### src/rtl/core/uwf_pkg.sv
`timescale 1ns / 1ps
package uwf_pkg;

	localparam int MAX_WP = 64;
	localparam int WP_AW = $clog2(MAX_WP);

	localparam int CORDIC_STEPS = 16;
	localparam int CSTEP_W = $clog2(CORDIC_STEPS);
	localparam logic signed [33:0] CORDIC_GAIN = 34'sd652032874;

	// trig values, Q16.16, |v| <= 1.0 plus rounding
	localparam int CW = 18;
	// control point, Q16.16
	localparam int XW = 35;
	// position errors
	localparam int EW = 36;
	// proportional terms after rounding
	localparam int VW = 44;

	localparam int MA_W = 36;
	localparam int MB_W = 27;
	localparam int ACC_W = 64;

	localparam int CFG_IW = 3;
	localparam int CFG_DW = 32;

	typedef enum logic [CFG_IW-1:0] {
		CFG_OFFSET   = 3'd0,
		CFG_GAIN_X   = 3'd1,
		CFG_GAIN_Y   = 3'd2,
		CFG_REACH_SQ = 3'd3,
		CFG_MAX_LIN  = 3'd4,
		CFG_MAX_ROT  = 3'd5,
		CFG_WP_COUNT = 3'd6
	} cfg_reg_e;

	typedef struct packed {
		logic signed [31:0] x;
		logic signed [31:0] y;
	} waypoint_t;

	// one issue slot of the shared multiply-accumulate unit
	typedef struct packed {
		logic                    valid;
		logic                    clr;
		logic                    sub;
		logic                    sh18;
		logic signed [MA_W-1:0]  a;
		logic signed [MB_W-1:0]  b;
	} mac_op_t;

	// arctan(2^-i) in units of 2^20 per turn
	function automatic logic [17:0] atan_units(input logic [CSTEP_W-1:0] i);
		logic [17:0] r;
		case (i)
			4'd0:    r = 18'd131072;
			4'd1:    r = 18'd77376;
			4'd2:    r = 18'd40884;
			4'd3:    r = 18'd20753;
			4'd4:    r = 18'd10417;
			4'd5:    r = 18'd5213;
			4'd6:    r = 18'd2607;
			4'd7:    r = 18'd1304;
			4'd8:    r = 18'd652;
			4'd9:    r = 18'd326;
			4'd10:   r = 18'd163;
			4'd11:   r = 18'd81;
			4'd12:   r = 18'd41;
			4'd13:   r = 18'd20;
			4'd14:   r = 18'd10;
			4'd15:   r = 18'd5;
			default: r = 18'd0;
		endcase
		return r;
	endfunction

	// round half up, then arithmetic shift
	function automatic logic signed [ACC_W-1:0] rnd_sh(input logic signed [ACC_W-1:0] v,
		input int s);
		logic signed [ACC_W-1:0] half;
		half = 64'sd1 <<< (s - 1);
		return (v + half) >>> s;
	endfunction

endpackage

### src/rtl/core/uwf_mac.sv
`timescale 1ns / 1ps
module uwf_mac (
	input  logic                              clk,
	input  logic                              arst_n,
	input  uwf_pkg::mac_op_t                  op,
	output logic signed [uwf_pkg::ACC_W-1:0]  acc
);
	import uwf_pkg::*;

	logic signed [MA_W+MB_W-1:0] p_s1;
	logic                        vld_s1, clr_s1, sub_s1, sh_s1;
	logic signed [ACC_W-1:0]     acc_q, base, term;

	always_ff @(posedge clk or negedge arst_n) begin
		if (!arst_n) begin
			vld_s1 <= 1'b0;
		end else begin
			vld_s1 <= op.valid;
		end
	end

	always_ff @(posedge clk) begin
		p_s1   <= op.a * op.b;
		clr_s1 <= op.clr;
		sub_s1 <= op.sub;
		sh_s1  <= op.sh18;
	end

	always_comb begin
		base = clr_s1 ? '0 : acc_q;
		term = sh_s1 ? (ACC_W'(p_s1) <<< 18) : ACC_W'(p_s1);
	end

	always_ff @(posedge clk) begin
		if (vld_s1) begin
			acc_q <= sub_s1 ? (base - term) : (base + term);
		end
	end

	assign acc = acc_q;
endmodule

### config.mk
export PLATFORM = sky130hd
export DESIGN_NAME = uwf_mac
export DESIGN_NICKNAME = d
export VERILOG_FILES = /design/src/rtl/core/uwf_pkg.sv /design/src/rtl/core/uwf_mac.sv
export SDC_FILE = /design/constraint.sdc
export NUM_CORES = 2
export LEC_CHECK = 0
export BUFFER_PORTS_ARGS = -buffer_cell sky130_fd_sc_hd__buf_2
export CELL_PAD_IN_SITES_DETAIL_PLACEMENT = 1
export CELL_PAD_IN_SITES_GLOBAL_PLACEMENT = 2
export CORE_UTILIZATION = 42
export DETAILED_ROUTE_END_ITERATION = 8
export GPL_ROUTABILITY_DRIVEN = 0
export GPL_TIMING_DRIVEN = 1
export PLACE_DENSITY_LB_ADDON = 0.25
export SLEW_MARGIN = 10
export SYNTH_ARGS = -nofsm -noshare
export SYNTH_HDL_FRONTEND = slang
export SYNTH_SLANG_ARGS = --single-unit
export TNS_END_PERCENT = 50
### constraint.sdc
create_clock -name clk -period 7.82 [get_ports clk]
set_clock_uncertainty 0.1 [all_clocks]
set_input_delay 1.564 -clock clk [delete_from_list [all_inputs] [get_ports clk]]
set_output_delay 1.564 -clock clk [all_outputs]
set_load 0.1 [all_outputs]
* After elaboration in Yosys (flattened, before gate mapping)
Index checks and enable logic that the tools add are counted.
** Word-level totals
- Bits in registers :: 131
- Latch bits :: 0
- Memory bits (writable) :: 0
- Bits in read-only memories :: 0
- Input bits :: 69
- Output and inout port bits :: 64
- Word-level logic and storage cells :: 12
- Memories kept :: 0
** Cells by class
- $add $sub $neg :: 2
- Multiply operators :: 1
- Divide/modulo/power cells :: 0
- Order comparisons :: 0
- Eq/ne operators :: 0
- Shifts and indexed selects :: 0
- Mux-type cells :: 3
- Bitwise gates (word level) :: 0
- Reductions and logical operators :: 0
** Operators with widths (number)
- $mux 64 :: 3
- $add 64x64->64 :: 1
- $sub 64x64->64 :: 1
- $mul 36x27->63 :: 1

* Depth between registers and ports, before layout
- Depth in word-level cells :: 3
- Depth in mapped cells :: 32
- Gate-level depth less buffers :: 26

* Worst setup path after synthesis
OpenSTA, ideal clock, no wires.
- Path type :: input-to-reg
- Start :: in op[6] (netlist name)
- End :: reg p_s1[62]
- Arrival :: 8.216 ns
- Data required time :: 7.658 ns
- Slack :: -0.558 ns
- Stages :: 25
- Buffers on the path :: 3
- Cell sequence :: clkbuf_1 > clkbuf_1 > nand2_1 > fa_1 > inv_1 > fa_1 > inv_1 > fa_1 > inv_1 > fa_1 > fa_1 > fa_1 > fa_1 > ha_1 > clkbuf_1 > a21o_1 > a21o_1 > a21o_1 > a21o_1 > a21oi_1 > o21ai_0 > nand2_1 > nand2_1 > or3_1 > nand3_1
** Between the ends
- Cells in the longest elaborated chain, start to end :: 1
** Ends and longest elaborated chain
- start: declaration :: line uwf_mac.sv:5 : input uwf_pkg::mac_op_t op,
- $mul 36x27->63 :: line uwf_mac.sv:23 : p_s1 <= op.a * op.b;
- end signal: assignment :: line uwf_mac.sv:23
- end: declaration :: line uwf_mac.sv:10 : logic signed [MA_W+MB_W-1:0] p_s1;
Every way passes these cells.
A chain may end at the register's enable or synchronous reset.

* Final worst setup path
- Start :: in op[12] (netlist name)
- End :: reg p_s1[48]
Same word-level chain as after synthesis.

==> implementation parameters <==
Parameter                              Value

Drt
  DR pass1 iterations    5
  Post-route DRC violation count    0
  Post-route antenna net violation count    0
  Wire length after detailed routing    135 mm
  Via/cell ratio    roughly 5.1
  Wirelength per Cell    ~20 um
  Number of violations reported at the end of detailed-routing iteration 0    around 1.5k
  Total via count after detailed routing    33.6k

Clock tree
  TritonCTS clock tree    built
  CTS sink cnt    ~130
  Clock Pin Slew Worst Setup and Hold Paths    roughly 0.070 ns
  Deepest clock path buffer count    2
  H-tree depth    4
  Clock latency on the worst-skew pair    approximately 0.44 ns
  Clock buffer count from CTS    17
  Clock tree root buffer cell    clkbuf_16

Timing
  Final worst path period need    7.91 ns
  Worst slew pin tran    between 0.9 and 1 ns
  Portion of the clock cycle consumed by the worst path in the final layout    101%
  RSZ-0062 raised after global routing    yes
  Highest clock frequency the design can meet    126 MHz
  Final setup violation count    5
  Setup TNS    -0.157 ns
  Setup slack of the critical path after layout    -0.0874 ns
  Final Hold Vio Count    0
  Headroom to the max-slew limit    35.9%
  Fin. max-slew vios    0

Logic synthesis
  Post-synthesis cell type with the largest combined area    fa_1
  Synthesized cell area    between 40000 and 50000 um^2
  Leading cell types by total area after synthesis    fa_1 45%, inv_1 9.0%, ha_1 6.9%
  Post-synth EDFFs    64
  Most frequently used cell type in the post-synthesis netlist    inv_1
  Post-synthesis register bit count    approximately 130
  Sequential element share of the synthesized area    7.50%
  Cells after Synth    4831
  Number of distinct library cells after synthesis    a little over 90
  Main flop type after synthesis    dfxtp_1
  Average cell area after synthesis    9.02 um^2
  Synth warn    0
  Post-Synthesis Net Count    slightly above 6k
  Fraction of post-synthesis cell area in the top cell type by area    a little under half
  Synth top cells by count    1041 x inv_1, 987 x fa_1, 600 x nand2_1
  Post-synthesis async set-or-reset flop share    0.763%

Worst setup path
  Kind of launch point of the worst setup path    input port
  Worst endpoint required time    8.04 ns
  Startpoint-to-endpoint class of the critical path    in2reg
  Delay contributed by the slowest stage of the critical path    0.57 ns
  Endpoint type of the worst setup path    flip-flop
  WP data arrival    just over 8 ns
  Register-to-register setup slack    1.76 ns
  Peak fanout along the critical path    14
  Critical path's top delay family    adder cells
  Path length in cells of the critical path    25
  Number of buffers and inverters on the critical path    6
  Worst Reg2Reg Path Length in Cells    17
  CP most frequent cell    fa_1
  Slowest stage cell on the critical path    fa_1

Floorplan
  Starting Density    42.6%
  Die Footprint    105000 um^2
  Core Area    102000 um^2
  Die W    about 320 um
  Die outline height    324 um
  # rows    around 120
  Boundary Pins    133

Layout
  Area of all placed cells without fillers    51000 um^2
  Number of inserted filler cells in the final layout    11.7k
  Synthesis-to-finish area growth    16.9%
  Final Core Density    between 40% and 50%
  Final net count    6532
  Share of cells above drive strength 1    16.8%

GRT
  Initial antenna violation count    6
  Gr usage total    26.5%
  First-pass GRT wire length    216 mm
  Largest net degree at the start of global routing    77
  Via count of the first global-routing pass    between 30k and 40k
  Aggregate global routing overflow    0

Worst hold path
  Class of the tightest hold or removal check    in2async

Job
  Number of max-cap violations    0

Placement
  Detailed-placement wirelength estimate    118 mm
  Number of port buffers    132
  Placed cell areas    49000 um^2

Run status
  Outcome    complete, but fails checks
  Violations in the final reports    setup timing
-- per-layer routing --
metal,global-route usage [%],routed length (um),vias to the layer above
met1,35.3,60000,17661
met4,4.39,2320,0
li1,-,-,15333
met3,1.36,3080,121
met2,48.1,70100,468
met5,0,0,-
-- final timing paths --
kind                        start       end
setup / recovery           op[12]  p_s1[48]
hold / removal             arst_n    vld_s1
setup reg to reg            sh_s1   acc[59]
hold reg to reg            acc[0]    acc[0]
max in group asynchronous  arst_n    vld_s1
min in group clk           acc[0]    acc[0]
-- logic make-up after synthesis --
logic type / share of synthesized area (%)
fa+ha+maj: 52.2
xor+xnor: 3.62
compound gates: 7.38
simple gates: 17.0
flops: 7.50
mux: 1.08
buf+inv: 11.3
-- per-stage QoR --
stage,cells,hold WS (ns),setup slack (ns)
global placement,6544,0.837,-0.822
global route,6619,0.775,-0.261
finish,6619,0.785,-0.0874
CTS,6587,0.772,-0.00695
detailed placement,6544,0.843,-0.913
floorplan,4831,0.707,-0.0123
-- worst reg2reg max path, stage by stage, from the launching register on --
cell	delay, ns
dfxtp_4	0.91
buf_4	0.61
mux2_2	0.48
a2111oi_4	0.25
nand4_2	0.18
nor3b_1	0.46
a21oi_1	0.14
xor2_1	0.34
ha_1	0.38
a21o_1	0.25
a31oi_1	0.15
o21ai_1	0.11
a211oi_1	0.28
o31ai_1	0.11
and3_1	0.21
or3_4	0.43
a211o_1	0.26
and4bb_1	0.20
-- cell usage in the layout, fill, tap and decap left out, types with 36 or more instances in the layout --
cell type,instances
fa_1,947
ha_1,221
buf_6,53
buf_4,449
o21ai_0,58
mux2i_1,36
a21oi_1,155
nor2b_1,91
inv_1,1008
fa_2,40
nand2_1,591
and2_1,423
buf_2,82
edfxtp_1,64
buf_12,38
dfxtp_1,63
xnor2_1,95
xor2_1,85
a21o_1,84
nor2_1,137
-- timing repair --
item / 4_1_cts / 5_1_grt
hold buffers: 0 / 0
resized for setup: 122 / 177
buffers inserted: 14 / 30
pin swaps: 55 / 126
setup endpoints to repair: 30 / 30
-- layout make-up --
class	instances	area [um^2]	area share, %
Tap cell	1368	1710	3.36
Sequential cell	131	3280	6.43
Timing Repair Buffer	635	5300	10.4
Antenna cell	2	5.00	0.00982
Inverter	1041	3920	7.68
Multi-Input combinational cell	3410	36200	70.9
Clock buffer	17	425	0.834
Clock inverter	15	185	0.363
-- state kept, by name (all words and copies together) (netlist names) --
signal and cells:
sub_s1 1, vld_s1 1, sh_s1 1, p_s1 63
clr_s1 1, acc 64
Power is not shown: default switching activity piles up to over one toggle a cycle in this logic, so the estimate is an artifact.
