$ cat src/rtl/core/uwf_ram.sv
`timescale 1ns / 1ps
module uwf_ram #(
	parameter int WIDTH = 64,
	parameter int DEPTH = 64
) (
	input  logic                     clk,
	input  logic                     we,
	input  logic [$clog2(DEPTH)-1:0] waddr,
	input  logic [WIDTH-1:0]         wdata,
	input  logic                     re,
	input  logic [$clog2(DEPTH)-1:0] raddr,
	output logic [WIDTH-1:0]         rdata
);
	logic [WIDTH-1:0] mem [DEPTH];

	always_ff @(posedge clk) begin
		if (we) begin
			mem[waddr] <= wdata;
		end
		if (re) begin
			rdata <= mem[raddr];
		end
	end
endmodule

$ cat config.mk
export PLATFORM = sky130hd
export DESIGN_NAME = uwf_ram
export DESIGN_NICKNAME = d
export VERILOG_FILES = /design/src/rtl/core/uwf_ram.sv
export SDC_FILE = /design/constraint.sdc
export NUM_CORES = 2
export LEC_CHECK = 0
export BUFFER_PORTS_ARGS = -buffer_cell sky130_fd_sc_hd__buf_2
export CELL_PAD_IN_SITES_DETAIL_PLACEMENT = 1
export CELL_PAD_IN_SITES_GLOBAL_PLACEMENT = 2
export CORE_MARGIN = 2
export CORE_UTILIZATION = 51
export CTS_BUF_LIST = sky130_fd_sc_hd__clkbuf_16
export DETAILED_ROUTE_END_ITERATION = 10
export HOLD_SLACK_MARGIN = 0.08
export MAX_ROUTING_LAYER = met4
export PLACE_DENSITY = 0.78
export SYNTH_ARGS = -nofsm -noshare
export SYNTH_HDL_FRONTEND = slang
export SYNTH_SLANG_ARGS = --single-unit
$ cat constraint.sdc
create_clock -name clk -period 7.6 [get_ports clk]
set_input_delay 1.52 -clock clk [delete_from_list [all_inputs] [get_ports clk]]
set_output_delay 1.52 -clock clk [all_outputs]
set_load 0.01 [all_outputs]
Yosys cells after proc, flatten, opt, wreduce, memory -nomap -nowiden
Memories as Yosys holds them, arrays and structs flattened. A register that Yosys moved wholly into a read port is not among the register bits.
Cells that the tools add are included.
{"block": "totals", "memories": 1, "in_bits": 79, "register_bits": 0, "ram_bits": 4096}
{"block": "op_classes", "muxes": 2}
{"memory": "mem", "depth": 64, "word_bits": 64, "read_ports": 1, "rd_ports_with_merged_regs": 1, "wr": 1, "line_no": "14", "text": "logic [WIDTH-1:0] mem [DEPTH];"}
{"cell": "$mux W1", "n": 2}

Longest topological paths before layout
{"block": "logic_depth", "ltp_word": 2, "ltp_mapped": 9, "depth_no_buf": 5}

Worst setup path after synthesis
Ideal clock, no wire load.
{"block": "synth_path", "path_kind": "in2reg", "from": "in waddr[3]", "to": "mem mem[48][0] (enable)", "required_ps": 7036, "arrival_ps": 6392, "slack_ps": 644, "stages": 4, "cell_sequence": "clkbuf_1 -> nor2b_1 -> nand4b_1 -> nor3_1"}
{"element": "start: declaration", "line_no": "8", "text": "input logic [$clog2(DEPTH)-1:0] waddr,"}
{"element": "end: declaration", "line_no": "14"}
No word-level cell before the write port.

==> impl_results.html <==
<table>
<tr><th>Metric</th><th>Value</th></tr>
<tr><th colspan="2">Global routing</th></tr>
<tr><td>Met1 demand-to-capacity share in global routing</td><td>40.73%</td></tr>
<tr><td>GRT Util Overall</td><td>30.28%</td></tr>
<tr><td>Initial antenna violation count</td><td>34</td></tr>
<tr><td>Wire length of the first global-routing pass</td><td>635,000 microns</td></tr>
<tr><td>Busiest layer in global routing</td><td>met2</td></tr>
<tr><td>Remaining global-route overflow</td><td>0</td></tr>
<tr><td>Global-route track usage on met2</td><td>47.41%</td></tr>
<tr><td>Routing usage on met3</td><td>5.052%</td></tr>
<tr><td>Vias in the first global route</td><td>80,080</td></tr>
<tr><td>Pin count of the biggest net entering global routing</td><td>131</td></tr>
<tr><th colspan="2">Cells and area</th></tr>
<tr><td>Synthesis-to-layout area growth</td><td>12.78%</td></tr>
<tr><td>Final Instance Count excl. Fillers</td><td>11,430</td></tr>
<tr><td>Total number of nets in the final design</td><td>7,045</td></tr>
<tr><td>Layout cell share with drive strength beyond 1</td><td>27.98%</td></tr>
<tr><th colspan="2">Logic synthesis</th></tr>
<tr><td>Yosys warning total</td><td>0</td></tr>
<tr><td>Proportion of synthesized area in mux cells</td><td>15.55%</td></tr>
<tr><td>Post-synthesis area per instance</td><td>23.79 sq um</td></tr>
<tr><td>Yosys cell types</td><td>32</td></tr>
<tr><td>Synth Net Count</td><td>6,677</td></tr>
<tr><td>Post-synthesis simple-gate area fraction</td><td>1.235%</td></tr>
<tr><td>Share of the yosys chip area belonging to registers</td><td>79.57%</td></tr>
<tr><td>Most used DFF post-synth</td><td>edfxtp_1</td></tr>
<tr><td>Library cell with the largest summed area after synthesis</td><td>edfxtp_1</td></tr>
<tr><td>Area share of xor/xnor cells in the synthesized design</td><td>0%</td></tr>
<tr><td>Fraction of synthesis flops using an asynchronous set or reset pin</td><td>0%</td></tr>
<tr><td>Fraction of post-synthesis cell area in the top cell type by area</td><td>79.57%</td></tr>
<tr><td>Dominant combinational cell family by area after synthesis</td><td>multiplexers</td></tr>
<tr><td>Share of synthesized cell area in full adder, half adder and majority cells</td><td>0%</td></tr>
<tr><td>Flops &amp; latches, synth</td><td>4,160</td></tr>
<tr><td>Combined area of all synthesized cells</td><td>157,000 sq um</td></tr>
<tr><td>Compound-Gate Fraction of Synth Area</td><td>2.467%</td></tr>
<tr><td>Biggest area contributors in the synthesized netlist</td><td>edfxtp_1, mux4_2, mux2i_1, a22oi_1, buf_2</td></tr>
<tr><td>Number of standard cells after synthesis</td><td>6,598</td></tr>
<tr><td>EDFF count, synth</td><td>4,160</td></tr>
<tr><th colspan="2">Clock tree</th></tr>
<tr><td>Number of buffers created by CTS</td><td>407</td></tr>
<tr><td>Count of hold-fix buffers inserted at cts</td><td>0</td></tr>
<tr><td>Clock sink count</td><td>4,160</td></tr>
<tr><td>Worst skew pair latency</td><td>0.96 ns</td></tr>
<tr><td>CTS H-tree lvls</td><td>5</td></tr>
<tr><td>Buffer cell driving the clock tree root</td><td>clkbuf_16</td></tr>
<tr><td>Setup bufs post-CTS</td><td>0</td></tr>
<tr><td>Clock tree from TritonCTS</td><td>yes</td></tr>
<tr><td>Clock transition at the register clock pins on the worst setup and hold paths after CTS</td><td>0.06 ns</td></tr>
<tr><td>Post-CTS sizing</td><td>0</td></tr>
<tr><td>Max clock buf depth</td><td>4</td></tr>
<tr><th colspan="2">Floorplanning</th></tr>
<tr><td>Die Span X</td><td>558.8 microns</td></tr>
<tr><td>Number of standard-cell rows in the floorplan</td><td>203</td></tr>
<tr><td>Initial core utilization</td><td>51.29%</td></tr>
<tr><td>Top-level port count</td><td>143</td></tr>
<tr><td>Die boundary height</td><td>558.8 microns</td></tr>
<tr><td>Die Area</td><td>312,300 sq um</td></tr>
<tr><td>Area of the core</td><td>306,100 sq um</td></tr>
<tr><th colspan="2">STA</th></tr>
<tr><td>Final number of hold-violating endpoints</td><td>0</td></tr>
<tr><td>Transition at the pin with the smallest max-transition slack</td><td>1.463 ns</td></tr>
<tr><td>FMAX</td><td>244.8 MHz</td></tr>
<tr><td>Final count of negative-setup-slack endpoints</td><td>0</td></tr>
<tr><td>Setup skew after layout</td><td>0.03939 ns</td></tr>
<tr><td>Minimum clock period after layout</td><td>4.085 ns</td></tr>
<tr><td>Setup WS post-layout</td><td>3.515 ns</td></tr>
<tr><td>Fin Setup TNS</td><td>0 ns</td></tr>
<tr><td>Final Max Slew Viols</td><td>0</td></tr>
<tr><td>Unrepaired setup endpoints after global routing</td><td>false</td></tr>
<tr><td>Fraction of the cycle the final worst path needs</td><td>53.75%</td></tr>
<tr><td>Max-Slew Margin vs Limit</td><td>2.495%</td></tr>
<tr><th colspan="2">Detailed routing</th></tr>
<tr><td>Number of iterations in the first detailed-routing pass</td><td>5</td></tr>
<tr><td>Via density</td><td>6.769</td></tr>
<tr><td>Routed wire length</td><td>454,000 microns</td></tr>
<tr><td>Remaining antenna violation count</td><td>0</td></tr>
<tr><td>Wire length per cell after detailed routing</td><td>39.72 microns</td></tr>
<tr><td>Initial DRC count</td><td>11,580</td></tr>
<tr><td>Detailed-route DRC error count</td><td>0</td></tr>
<tr><td>Via count</td><td>77,360</td></tr>
<tr><th colspan="2">Worst setup path</th></tr>
<tr><td>Critical Path RT</td><td>8.25 ns</td></tr>
<tr><td>FF-to-FF Start</td><td>mem[52][13]$_DFFE_PP_</td></tr>
<tr><td>Register-to-register path setup slack</td><td>5.34 ns</td></tr>
<tr><td>End of the worst register-to-register path</td><td>rdata[13]$_DFFE_PP_</td></tr>
<tr><td>Worst R2R Path Depth</td><td>5</td></tr>
<tr><td>Most prevalent standard cell on the critical path</td><td>buf_4</td></tr>
<tr><td>Crit Path Category</td><td>input port to register</td></tr>
<tr><td>CP Max Fanout</td><td>59</td></tr>
<tr><td>Critical path's slowest cell</td><td>buf_4</td></tr>
<tr><td>Launching element of the worst setup path</td><td>raddr[1]</td></tr>
<tr><td>Crit path to</td><td>rdata[19]$_DFFE_PP_</td></tr>
<tr><td>Crit path largest cell delay</td><td>0.63 ns</td></tr>
<tr><td>Crit path arrival time</td><td>4.73 ns</td></tr>
<tr><td>Kind of end point of the critical path</td><td>register</td></tr>
<tr><td>Crit-path cells</td><td>buf_8 -&gt; buf_4 -&gt; buf_4 -&gt; mux4_2 -&gt; or2_2 -&gt; a41oi_1 -&gt; a211oi_1</td></tr>
<tr><td>Critical Path Start Type</td><td>input port</td></tr>
<tr><th colspan="2">Worst hold path</th></tr>
<tr><td>Path type of the worst min-delay path</td><td>register to register</td></tr>
<tr><td>Worst Hold Path Cells</td><td>4</td></tr>
<tr><th colspan="2">Pwr</th></tr>
<tr><td>Total power density per cell area</td><td>270.7 nW/um^2</td></tr>
<tr><td>Fraction of power consumed by the clock network</td><td>42.2%</td></tr>
<tr><td>Switching pwr</td><td>0.01023 W</td></tr>
<tr><td>Switching portion of total power</td><td>21.34%</td></tr>
<tr><td>Sequential fraction of design power</td><td>53.3%</td></tr>
<tr><td>Portion of total power attributed to combinational logic</td><td>4.5%</td></tr>
<tr><td>P_leak</td><td>55.20 nW</td></tr>
<tr><td>Int Power</td><td>0.03770 W</td></tr>
<tr><td>VDD IR-drop max</td><td>0.2326 mV</td></tr>
<tr><th colspan="2">Placed design</th></tr>
<tr><td>Gp weighted congestion</td><td>0.7872</td></tr>
<tr><td>Detailed-placement wirelength estimate</td><td>231,400 microns</td></tr>
<tr><td>Number of buffers inserted by port buffering</td><td>142</td></tr>
<tr><td>Worst Setup Slack post-DPL</td><td>2.562 ns</td></tr>
<tr><td>Placed Cells</td><td>10,660</td></tr>
<tr><th colspan="2">Status</th></tr>
<tr><td>Outcome</td><td>completed</td></tr>
<tr><th colspan="2">Run</th></tr>
<tr><td>Max-cap check violation count</td><td>0</td></tr>
</table>
-- worst max-delay path: cells and delay by family --
kind                   cells  cell delay [ns]
and+or+nand+nor            1             0.30
buffers and inverters      3             1.75
muxes                      1             0.58
AOI/OAI and AO/OA          2             0.50
-- layer usage --
metal | up-vias | part of all wire (%)
met1 | 42180 | 37
met4 | 0 | 3.8
met5 | - | 0
met3 | 883 | 10
li1 | 29300 | -
met2 | 4992 | 49
-- how the worst min path moves through the flow --
stage | slack [ns] | start | endpoint
floorplan | 0.86 | mem[30][61]$_DFFE_PP_ | rdata[61]$_DFFE_PP_
global placement | 0.90 | mem[55][62]$_DFFE_PP_ | rdata[62]$_DFFE_PP_
detailed placement | 0.91 | mem[55][14]$_DFFE_PP_ | rdata[14]$_DFFE_PP_
CTS | 0.94 | mem[36][50]$_DFFE_PP_ | rdata[50]$_DFFE_PP_
global route | 0.97 | mem[39][50]$_DFFE_PP_ | rdata[50]$_DFFE_PP_
finish | 0.94 | mem[39][50]$_DFFE_PP_ | rdata[50]$_DFFE_PP_
-- power by group through the flow --
stage	logic, W	registers, W	clock network (W)
2_1_floorplan	0.00118	0.0260	0
3_3_place_gp	0.00209	0.0260	0
3_5_place_dp	0.00215	0.0261	0
4_1_cts	0.00216	0.0256	0.0204
5_1_grt	0.00227	0.0256	0.0212
6_report	0.00216	0.0256	0.0202
-- sequential cells by signal (all words and copies together), names as in the netlist --
name and flops:
mem 4096, rdata 64
-- cells in the final DEF (no fill, tap or decap), drive strengths merged, types with 20 or more instances in the layout --
master	Yosys	layout
buf	230	329
inv	19	110
and3	64	64
mux2i	135	135
a41oi	26	26
nor2b	28	28
edfxtp	4160	4160
nor2	112	112
clkbuf	140	412
clkinv	0	183
o22ai	83	83
or2	28	28
mux4	1024	1024
nand3	45	45
o221ai	38	38
bufinv	0	47
a22oi	168	168
nand2	58	58
or3	29	29
a22o	88	88
a211oi	63	63
clkinvlp	0	20
-- cell usage after synthesis (all sizes together), types with 38 or more instances --
| library cell | instances |
|---|---|
| a211oi | 63 |
| a22o | 88 |
| a22oi | 168 |
| and3 | 64 |
| buf | 230 |
| clkbuf | 140 |
| edfxtp | 4160 |
| mux2i | 135 |
| mux4 | 1024 |
| nand2 | 58 |
| nand3 | 45 |
| nor2 | 112 |
| o221ai | 38 |
| o22ai | 83 |
-- final cells by class --
cell class / instances / area [sq um]
Fill cell: 24880 / 129000
Sequential cell: 4160 / 124900
Multi-Input combinational cell: 2049 / 30790
Clock buffer: 412 / 10310
Tap cell: 4100 / 5130
Clock inverter: 341 / 2984
Timing Repair Buffer: 329 / 2803
Inverter: 19 / 71.32
Antenna cell: 19 / 47.55
-- per-stage QoR --
step           utilization [%]  cell area (sq um)  hold slack, ns  total power (W)
2_1_floorplan                -             157000          0.8648          0.02718
3_3_place_gp             53.48             163700          0.9001          0.02812
3_5_place_dp             53.48             163700          0.9064          0.02820
4_1_cts                  57.82             177000          0.9397          0.04811
5_1_grt                  57.84             177000          0.9685          0.04901
6_report                 57.85             177100          0.9360          0.04793
-- kinds of logic (layout without fill, tap and decap cells) --
| group | count (synthesis) | count (layout) |
|---|---|---|
| DFF | 4160 | 4160 |
| AOI/OAI and AO/OA | 504 | 504 |
| buffers and inverters | 389 | 1101 |
| muxes | 1159 | 1159 |
| and+or+nand+nor | 386 | 386 |
| other | 0 | 19 |
(Power assumes the default switching activity.)
