**src/rtl/core/uwf_pkg.sv**
```systemverilog
`timescale 1ns / 1ps
package uwf_pkg;

	localparam int MAX_WP = 64;
	localparam int WP_AW = $clog2(MAX_WP);

	localparam int CORDIC_STEPS = 16;
	localparam int CSTEP_W = $clog2(CORDIC_STEPS);
	localparam logic signed [33:0] CORDIC_GAIN = 34'sd652032874;

	// trig values, Q16.16, |v| <= 1.0 plus rounding
	localparam int CW = 18;
	// control point, Q16.16
	localparam int XW = 35;
	// position errors
	localparam int EW = 36;
	// proportional terms after rounding
	localparam int VW = 44;

	localparam int MA_W = 36;
	localparam int MB_W = 27;
	localparam int ACC_W = 64;

	localparam int CFG_IW = 3;
	localparam int CFG_DW = 32;

	typedef enum logic [CFG_IW-1:0] {
		CFG_OFFSET   = 3'd0,
		CFG_GAIN_X   = 3'd1,
		CFG_GAIN_Y   = 3'd2,
		CFG_REACH_SQ = 3'd3,
		CFG_MAX_LIN  = 3'd4,
		CFG_MAX_ROT  = 3'd5,
		CFG_WP_COUNT = 3'd6
	} cfg_reg_e;

	typedef struct packed {
		logic signed [31:0] x;
		logic signed [31:0] y;
	} waypoint_t;

	// one issue slot of the shared multiply-accumulate unit
	typedef struct packed {
		logic                    valid;
		logic                    clr;
		logic                    sub;
		logic                    sh18;
		logic signed [MA_W-1:0]  a;
		logic signed [MB_W-1:0]  b;
	} mac_op_t;

	// arctan(2^-i) in units of 2^20 per turn
	function automatic logic [17:0] atan_units(input logic [CSTEP_W-1:0] i);
		logic [17:0] r;
		case (i)
			4'd0:    r = 18'd131072;
			4'd1:    r = 18'd77376;
			4'd2:    r = 18'd40884;
			4'd3:    r = 18'd20753;
			4'd4:    r = 18'd10417;
			4'd5:    r = 18'd5213;
			4'd6:    r = 18'd2607;
			4'd7:    r = 18'd1304;
			4'd8:    r = 18'd652;
			4'd9:    r = 18'd326;
			4'd10:   r = 18'd163;
			4'd11:   r = 18'd81;
			4'd12:   r = 18'd41;
			4'd13:   r = 18'd20;
			4'd14:   r = 18'd10;
			4'd15:   r = 18'd5;
			default: r = 18'd0;
		endcase
		return r;
	endfunction

	// round half up, then arithmetic shift
	function automatic logic signed [ACC_W-1:0] rnd_sh(input logic signed [ACC_W-1:0] v,
		input int s);
		logic signed [ACC_W-1:0] half;
		half = 64'sd1 <<< (s - 1);
		return (v + half) >>> s;
	endfunction

endpackage

```
**src/rtl/core/uwf_cordic.sv**
```systemverilog
`timescale 1ns / 1ps
module uwf_cordic (
	input  logic                         clk,
	input  logic                         arst_n,
	input  logic                         start,
	input  logic [15:0]                  heading,
	output logic                         done,
	output logic signed [uwf_pkg::CW-1:0] cos_q,
	output logic signed [uwf_pkg::CW-1:0] sin_q
);
	import uwf_pkg::*;

	typedef enum logic [1:0] {C_IDLE, C_ITER, C_ROUND} cst_t;

	cst_t                state_q;
	logic [CSTEP_W-1:0]  i_q;
	logic signed [33:0]  x_q, y_q;
	logic signed [20:0]  z_q;
	logic                flip_q;
	logic                done_q;

	logic [15:0]         t_rot;
	logic                flip_w;
	logic [15:0]         a_w;
	logic signed [20:0]  z0;
	logic signed [33:0]  xs, ys, nx, ny;
	logic signed [20:0]  nz, at;
	logic signed [33:0]  rx, ry;

	always_comb begin
		t_rot  = heading + 16'h4000;
		flip_w = t_rot[15];
		a_w    = flip_w ? (heading ^ 16'h8000) : heading;
		z0     = {a_w[15], a_w, 4'b0000};
		xs     = x_q >>> i_q;
		ys     = y_q >>> i_q;
		at     = 21'(atan_units(i_q));
		if (!z_q[20]) begin
			nx = x_q - ys;
			ny = y_q + xs;
			nz = z_q - at;
		end else begin
			nx = x_q + ys;
			ny = y_q - xs;
			nz = z_q + at;
		end
		rx = (x_q + 34'sd8192) >>> 14;
		ry = (y_q + 34'sd8192) >>> 14;
	end

	always_ff @(posedge clk or negedge arst_n) begin
		if (!arst_n) begin
			state_q <= C_IDLE;
			done_q  <= 1'b0;
		end else begin
			done_q <= (state_q == C_ROUND);
			case (state_q)
				C_IDLE: begin
					if (start) begin
						x_q     <= CORDIC_GAIN;
						y_q     <= '0;
						z_q     <= z0;
						i_q     <= '0;
						flip_q  <= flip_w;
						state_q <= C_ITER;
					end
				end
				C_ITER: begin
					x_q <= nx;
					y_q <= ny;
					z_q <= nz;
					i_q <= i_q + 1'b1;
					if (i_q == CSTEP_W'(CORDIC_STEPS - 1)) begin
						state_q <= C_ROUND;
					end
				end
				C_ROUND: begin
					cos_q   <= flip_q ? -rx[CW-1:0] : rx[CW-1:0];
					sin_q   <= flip_q ? -ry[CW-1:0] : ry[CW-1:0];
					state_q <= C_IDLE;
				end
				default: state_q <= C_IDLE;
			endcase
		end
	end

	assign done = done_q;
endmodule

```
**config.mk**
```make
export PLATFORM = sky130hd
export DESIGN_NAME = uwf_cordic
export DESIGN_NICKNAME = d
export VERILOG_FILES = /design/src/rtl/core/uwf_pkg.sv /design/src/rtl/core/uwf_cordic.sv
export SDC_FILE = /design/constraint.sdc
export NUM_CORES = 1
export LEC_CHECK = 0
export ABC_AREA = 1
export BUFFER_PORTS_ARGS = -buffer_cell sky130_fd_sc_hd__buf_2
export CAP_MARGIN = 30
export CORE_ASPECT_RATIO = 1.4
export CORE_MARGIN = 1
export CORE_UTILIZATION = 39
export DETAILED_ROUTE_END_ITERATION = 16
export GPL_TIMING_DRIVEN = 0
export PLACE_DENSITY = 0.54
export SLEW_MARGIN = 20
export SYNTH_ARGS = -nofsm -noshare
export SYNTH_HDL_FRONTEND = slang
export SYNTH_SLANG_ARGS = --single-unit
```
**constraint.sdc**
```tcl
create_clock -name clk -period 8.05 [get_ports clk]
set_input_delay 0.4025 -clock clk [delete_from_list [all_inputs] [get_ports clk]]
set_output_delay 0.4025 -clock clk [all_outputs]
set_load 0.02 [all_outputs]
```
**Yosys cells after proc, flatten, opt, wreduce, memory -nomap -nowiden**

Memory sizes are Yosys's and may differ from the RTL's. A register that Yosys moved wholly into a read port is not among the register bits.
Index checks and enable logic that the tools add are counted.
Widths: inputs -> output; s select.

- Equality and inequality tests: 5
- $mul: 0
- Shift operators: 2
- Reductions and logical operators: 6
- Magnitude comparators: 0
- Div/mod/pow operators: 0
- Add/subtract/negate cells: 12
- Multiplexer cells: 18
- Bitwise logic cells: 1

Operators by type and width:

| kind | number |
|---|---|
| $mux 34 | 4 |
| $pmux 34 s2 | 2 |
| $add 34x34->34 | 2 |
| $sshr 34x4->34 | 2 |
| $sub 34x34->34 | 2 |
| $add 32x15->32 const B | 2 |
| $mux 21 | 2 |
| $pmux 21 s2 | 1 |
| $mux 18 | 2 |
| $neg 18->18 | 2 |
| $add 21x19->21 | 1 |
| $sub 21x19->21 | 1 |
| $add 16x15->16 const B | 1 |
| $mux 16 | 1 |
| $mux 4 | 2 |
| $pmux 4 s2 | 1 |
| $reduce_and 3->1 | 2 |
| $add 4x1->4 const B | 1 |
| $eq 4x4->1 const B | 1 |
| $mux 2 | 2 |
| $ne 2x2->1 const B | 2 |
| $pmux 2 s2 | 1 |
| $reduce_and 2->1 | 2 |
| $eq 2x1->1 const B | 1 |
| 4 further kinds | 4 |

- Word-level logic and storage cells: 54
- Memory bits (read-only): 288
- Memories kept: 1
- Memory bits (writable): 0
- Bits of input ports: 19
- Register bits after elaboration: 133
- Bits in latches: 0
- Output and inout bits: 37

Memory list:

| memory | depth | width | rd ports | clocked after Yosys merged registers in | wr ports | line | source |
|---|---|---|---|---|---|---|---|
| (no name shown) | 16 | 18 | 1 | 1 | 0 | uwf_pkg.sv:55 | `case (i)` |

**Longest topological paths before layout**

- Word-level depth: 4
- Gate-level depth with buffers: 32
- Mapped depth without buffers: 29

**Worst setup path before layout**

Ideal clock, no wire load.

- Kind: input -> register
- From: in arst_n
- To: reg at[7] (netlist name)
- Data arrival time: 6555 ps
- Stages on the path: 8
- Data required time: 7920 ps
- Setup slack: 1365 ps
- Path buffers: 0
- Setup time: 130 ps
- Cells stage by stage: o21ai_0 > nor2_1 > o21ai_0 > ha_1 > nand2_1 > nand2_1 > inv_1 > o21ai_0

- Word-level cells in the longest chain between the ends: 2

Ends and longest elaborated chain:

| item | line | source |
|---|---|---|
| start: declaration | uwf_cordic.sv:4 | `input logic arst_n,` |
| $reduce_and 3->1 (no line) | -- |  |
| $mux 4 (no line) | -- |  |

No other way between the ends.
A chain may end at the register's enable or synchronous reset.

**Worst setup path in the final report**

- From: reg i_q[1]
- To: reg x_q[29] (data pin)

- Word-level cells in the longest chain between the ends: 4
- Elaborated cells on any way between the ends: 5
- Classes of those cells: add/sub: 2; shift: 1; mux: 2

Ends and longest elaborated chain:

| item | line | source |
|---|---|---|
| start: declaration | uwf_cordic.sv:16 | `logic [CSTEP_W-1:0] i_q;` |
| start signal: assignment | uwf_cordic.sv:72 | `i_q <= i_q + 1'b1;` |
| $sshr 34x4->34 * | uwf_cordic.sv:36 | `ys = y_q >>> i_q;` |
| $sub 34x34->34 or $add 34x34->34 (tied branches) | uwf_cordic.sv:39, uwf_cordic.sv:43 |  |
| $mux 34 * | uwf_cordic.sv:38 | `if (!z_q[20]) begin` |
| $pmux 34 s2 * | uwf_cordic.sv:57 | `case (state_q)` |
| end signal: assignment | uwf_cordic.sv:69 | `x_q <= nx;` |
| end: declaration | uwf_cordic.sv:17 | `logic signed [33:0] x_q, y_q;` |

Mark *: on every way between the ends. The rest lies on a longest branch, timed or not.

==> impl_metrics.py <==
metrics = {
    "status": {
        "outcome": "complete, no violations",
    },
    "global_routing": {
        "overflow": 0,
        "first_global_vias": 17440,
        "antenna_found_initial": 1,
        "grt_pass1_wl_um": 103000,
        "grt_max_degree": 26,
        "grtUsageTotal_pct": 31.28,
    },
    "sta": {
        "setup_viol": 0,
        "rsz0062_at_grt": "no",
        "worst_pin_slew_ps": 991.2,
        "max_freq_ghz": 0.1809,
        "finalCritPeriodShare_pct": 68.67,
        "hold_ws_ps": 171.5,
        "relSlewSlack_pct": 33.92,
        "skew_ps": 16.32,
        "fin_crit_ps": 5528,
        "hold_violations": 0,
        "drv_slew": 0,
    },
    "logic_synthesis": {
        "syn_area_um2": 17000,
        "yosysTopAreaCellShare_pct": 22.97,
        "synth_common_cells": "nand2_1 (666), nand3_1 (411), nor2_1 (233), inv_1 (219), a21oi_1 (180)",
        "ys_warn_count": 0,
        "synth_top_area_cell": "edfxtp_1",
        "syn_avg_cell_area_um2": 6.550,
        "yosysMostFrequentCell": "nand2_1",
        "ys_ff_latch": 151,
        "ys.flop_type": "edfxtp_1",
        "netlist_top_cells_area": "edfxtp_1 (23%), nand2_1 (15%), nand3_1 (12%)",
        "synth_nets": 2717,
        "ys_seq_area_share_pct": 25.53,
        "synthArstFlopShare_pct": 1.987,
        "synth_edf_count": 130,
        "synthCells": 2595,
        "synth.distinct_cells": 55,
    },
    "route": {
        "wl_um": 68290,
        "first_iter_violations": 1356,
        "routed_via_density": 5.594,
        "num_vias": 18170,
        "firstDrtPassIters": 6,
        "wl_per_cell_um": 21.02,
        "ant_nets": 0,
        "drc": 0,
    },
    "place": {
        "gp_congestion": 1.008,
        "dp.cells": 3214,
        "dp.final_hpwl_um": 56120,
        "dpl_cell_area_um2": 18150,
        "io_buffers": 55,
    },
    "critical_path": {
        "max_stage_delay_ps": 610,
        "path_common_cell": "nand2_1",
        "r2r_slack_ps": 2520,
        "crit_end": "x_q[29]",
        "path_max_fanout": 10,
        "worst-path-stages": 26,
        "crit_buf_inv": 4,
        "crit_start": "i_q[1]",
        "ff2ff_path_depth": 26,
        "crit_type": "flop to flop",
        "end_kind": "flop",
        "critical_path_required_ps": 8280,
        "timing.rr.start": "i_q[1]",
        "timing.rr.end": "x_q[29]",
        "arrival_ps": 5760,
        "path_delay_family": "simple AND/OR/NAND/NOR gates",
        "critPathSlowestCell": "clkbuf_1",
        "startpoint_type": "flop",
    },
    "final_layout": {
        "seqCellArea_um2": 4339,
        "multi_input_area_um2": 11360,
        "area_delta_synth_final_pct": 10.25,
        "layout-drive-gt1-share_pct": 9.232,
        "fin_cells": 3249,
        "postLayoutCellArea_um2": 18740,
        "layout.nets": 2806,
        "antenna_cells": 0,
        "num-fill-cells": 4702,
    },
    "run": {
        "max-cap-violations": 0,
    },
    "clock_tree": {
        "cts_buffer_depth": 2,
        "cts_tree": "done",
        "clock_sinks": 151,
        "cts_setup_buffers": 0,
        "clockRootBuffer": "clkbuf_16",
        "clk_pin_slew_ps": 70,
        "htreeDepth": 4,
        "cts-hold-fix-buffers": 1,
        "cts_buffers": 17,
        "cts.repair.resized": 0,
        "clk_latency_ps": 480,
    },
    "floorplanning": {
        "initial_core_util_pct": 39.51,
        "die_h_um": 249.0,
        "rows": 90,
        "core_area_um2": 43020,
        "ioPinCount": 56,
        "die_area_um2": 44430,
        "fp.dieW_um": 178.4,
    },
    "worst_hold_path": {
        "min_path_type": "primary input to flop",
    },
}
worst register-to-register path, stage by stage (launching register included):
cell and delay [ps]:
edfxtp_1 500, inv_2 110, clkbuf_1 610, nand3_1 240, nand3_1 170, nand3_1 110, nand2_1 200, ha_1 210
nand3_1 230, inv_2 140, nand3_2 120, nor2_2 170, a21oi_1 100, xnor2_1 300, ha_1 340, a21oi_1 240
o21ai_0 150, o21bai_1 190, or2_2 290, a21oi_1 240, inv_1 120, nand2_1 80, nand2_1 110, nand2_1 130
nand2_1 60, nand2_1 50, nand3_1 60
worst min-delay path by stage:
stage	cells past startpoint	start	slack (ps)	to
2_1_floorplan	0	arst_n	110	done
3_3_place_gp	1	arst_n	210	done
3_5_place_dp	1	arst_n	210	done
4_1_cts	3	start	140	state_q[0]
5_1_grt	3	start	190	state_q[0]
6_report	3	start	170	state_q[0]
kinds of logic after synthesis:
family	Yosys count	share of synthesized area (%)
compound gates	409	13.48
xor+xnor	146	7.524
fa+ha+maj	103	7.715
buf+inv	318	7.730
flops	151	25.53
simple gates	1468	38.02
final cells by class:
| cell class | count | area share [%] |
|---|---|---|
| Inverter | 231 | 4.627 |
| Multi-Input combinational cell | 2126 | 60.60 |
| Sequential cell | 151 | 23.16 |
| Timing Repair Buffer | 70 | 2.577 |
| Tap cell | 552 | 3.686 |
| Clock inverter | 15 | 0.6878 |
| Clock buffer | 17 | 2.270 |
| Buffer | 87 | 2.390 |
registers in the layout, indices dropped and copies added (netlist names):
name     cells
sin_q       18
cos_q       18
z_q         21
i_q          4
done         1
state_q      2
flip_q       1
y_q         34
x_q         34
at          18
layout by cell type, fill, tap and decap left out, types with 57 or more instances in the layout:
| cell type | netlist | final |
|---|---|---|
| nand2_1 | 666 | 666 |
| nand3_1 | 411 | 411 |
| nor2_1 | 233 | 232 |
| inv_1 | 219 | 219 |
| a21oi_1 | 180 | 180 |
| edfxtp_1 | 130 | 130 |
| o21ai_0 | 126 | 126 |
| ha_1 | 100 | 100 |
| xor2_1 | 89 | 89 |
| buf_2 | 30 | 85 |
| xnor2_1 | 57 | 57 |
routing by layer:
metal  routed length, µm  GRT usage, %  vias up
li1                    -             -     8967
met1               27870         37.16     8452
met2               33090         53.37      604
met3                3153         3.465      151
met4                4188         18.81        0
met5                   0             0        -
through the flow:
step | util [%] | setup slack [ps] | TNS [ps]
global route | 43.56 | 2137 | 0
floorplan | - | 1365 | 0
finish | 43.56 | 2522 | 0
detailed placement | 42.19 | 2634 | 0
CTS | 43.50 | 2594 | 0
global placement | 41.76 | -2538 | -43100
Power is left out: the tool's default activity adds up to more than one toggle a clock period on the data nets, which glitch-free logic cannot reach.
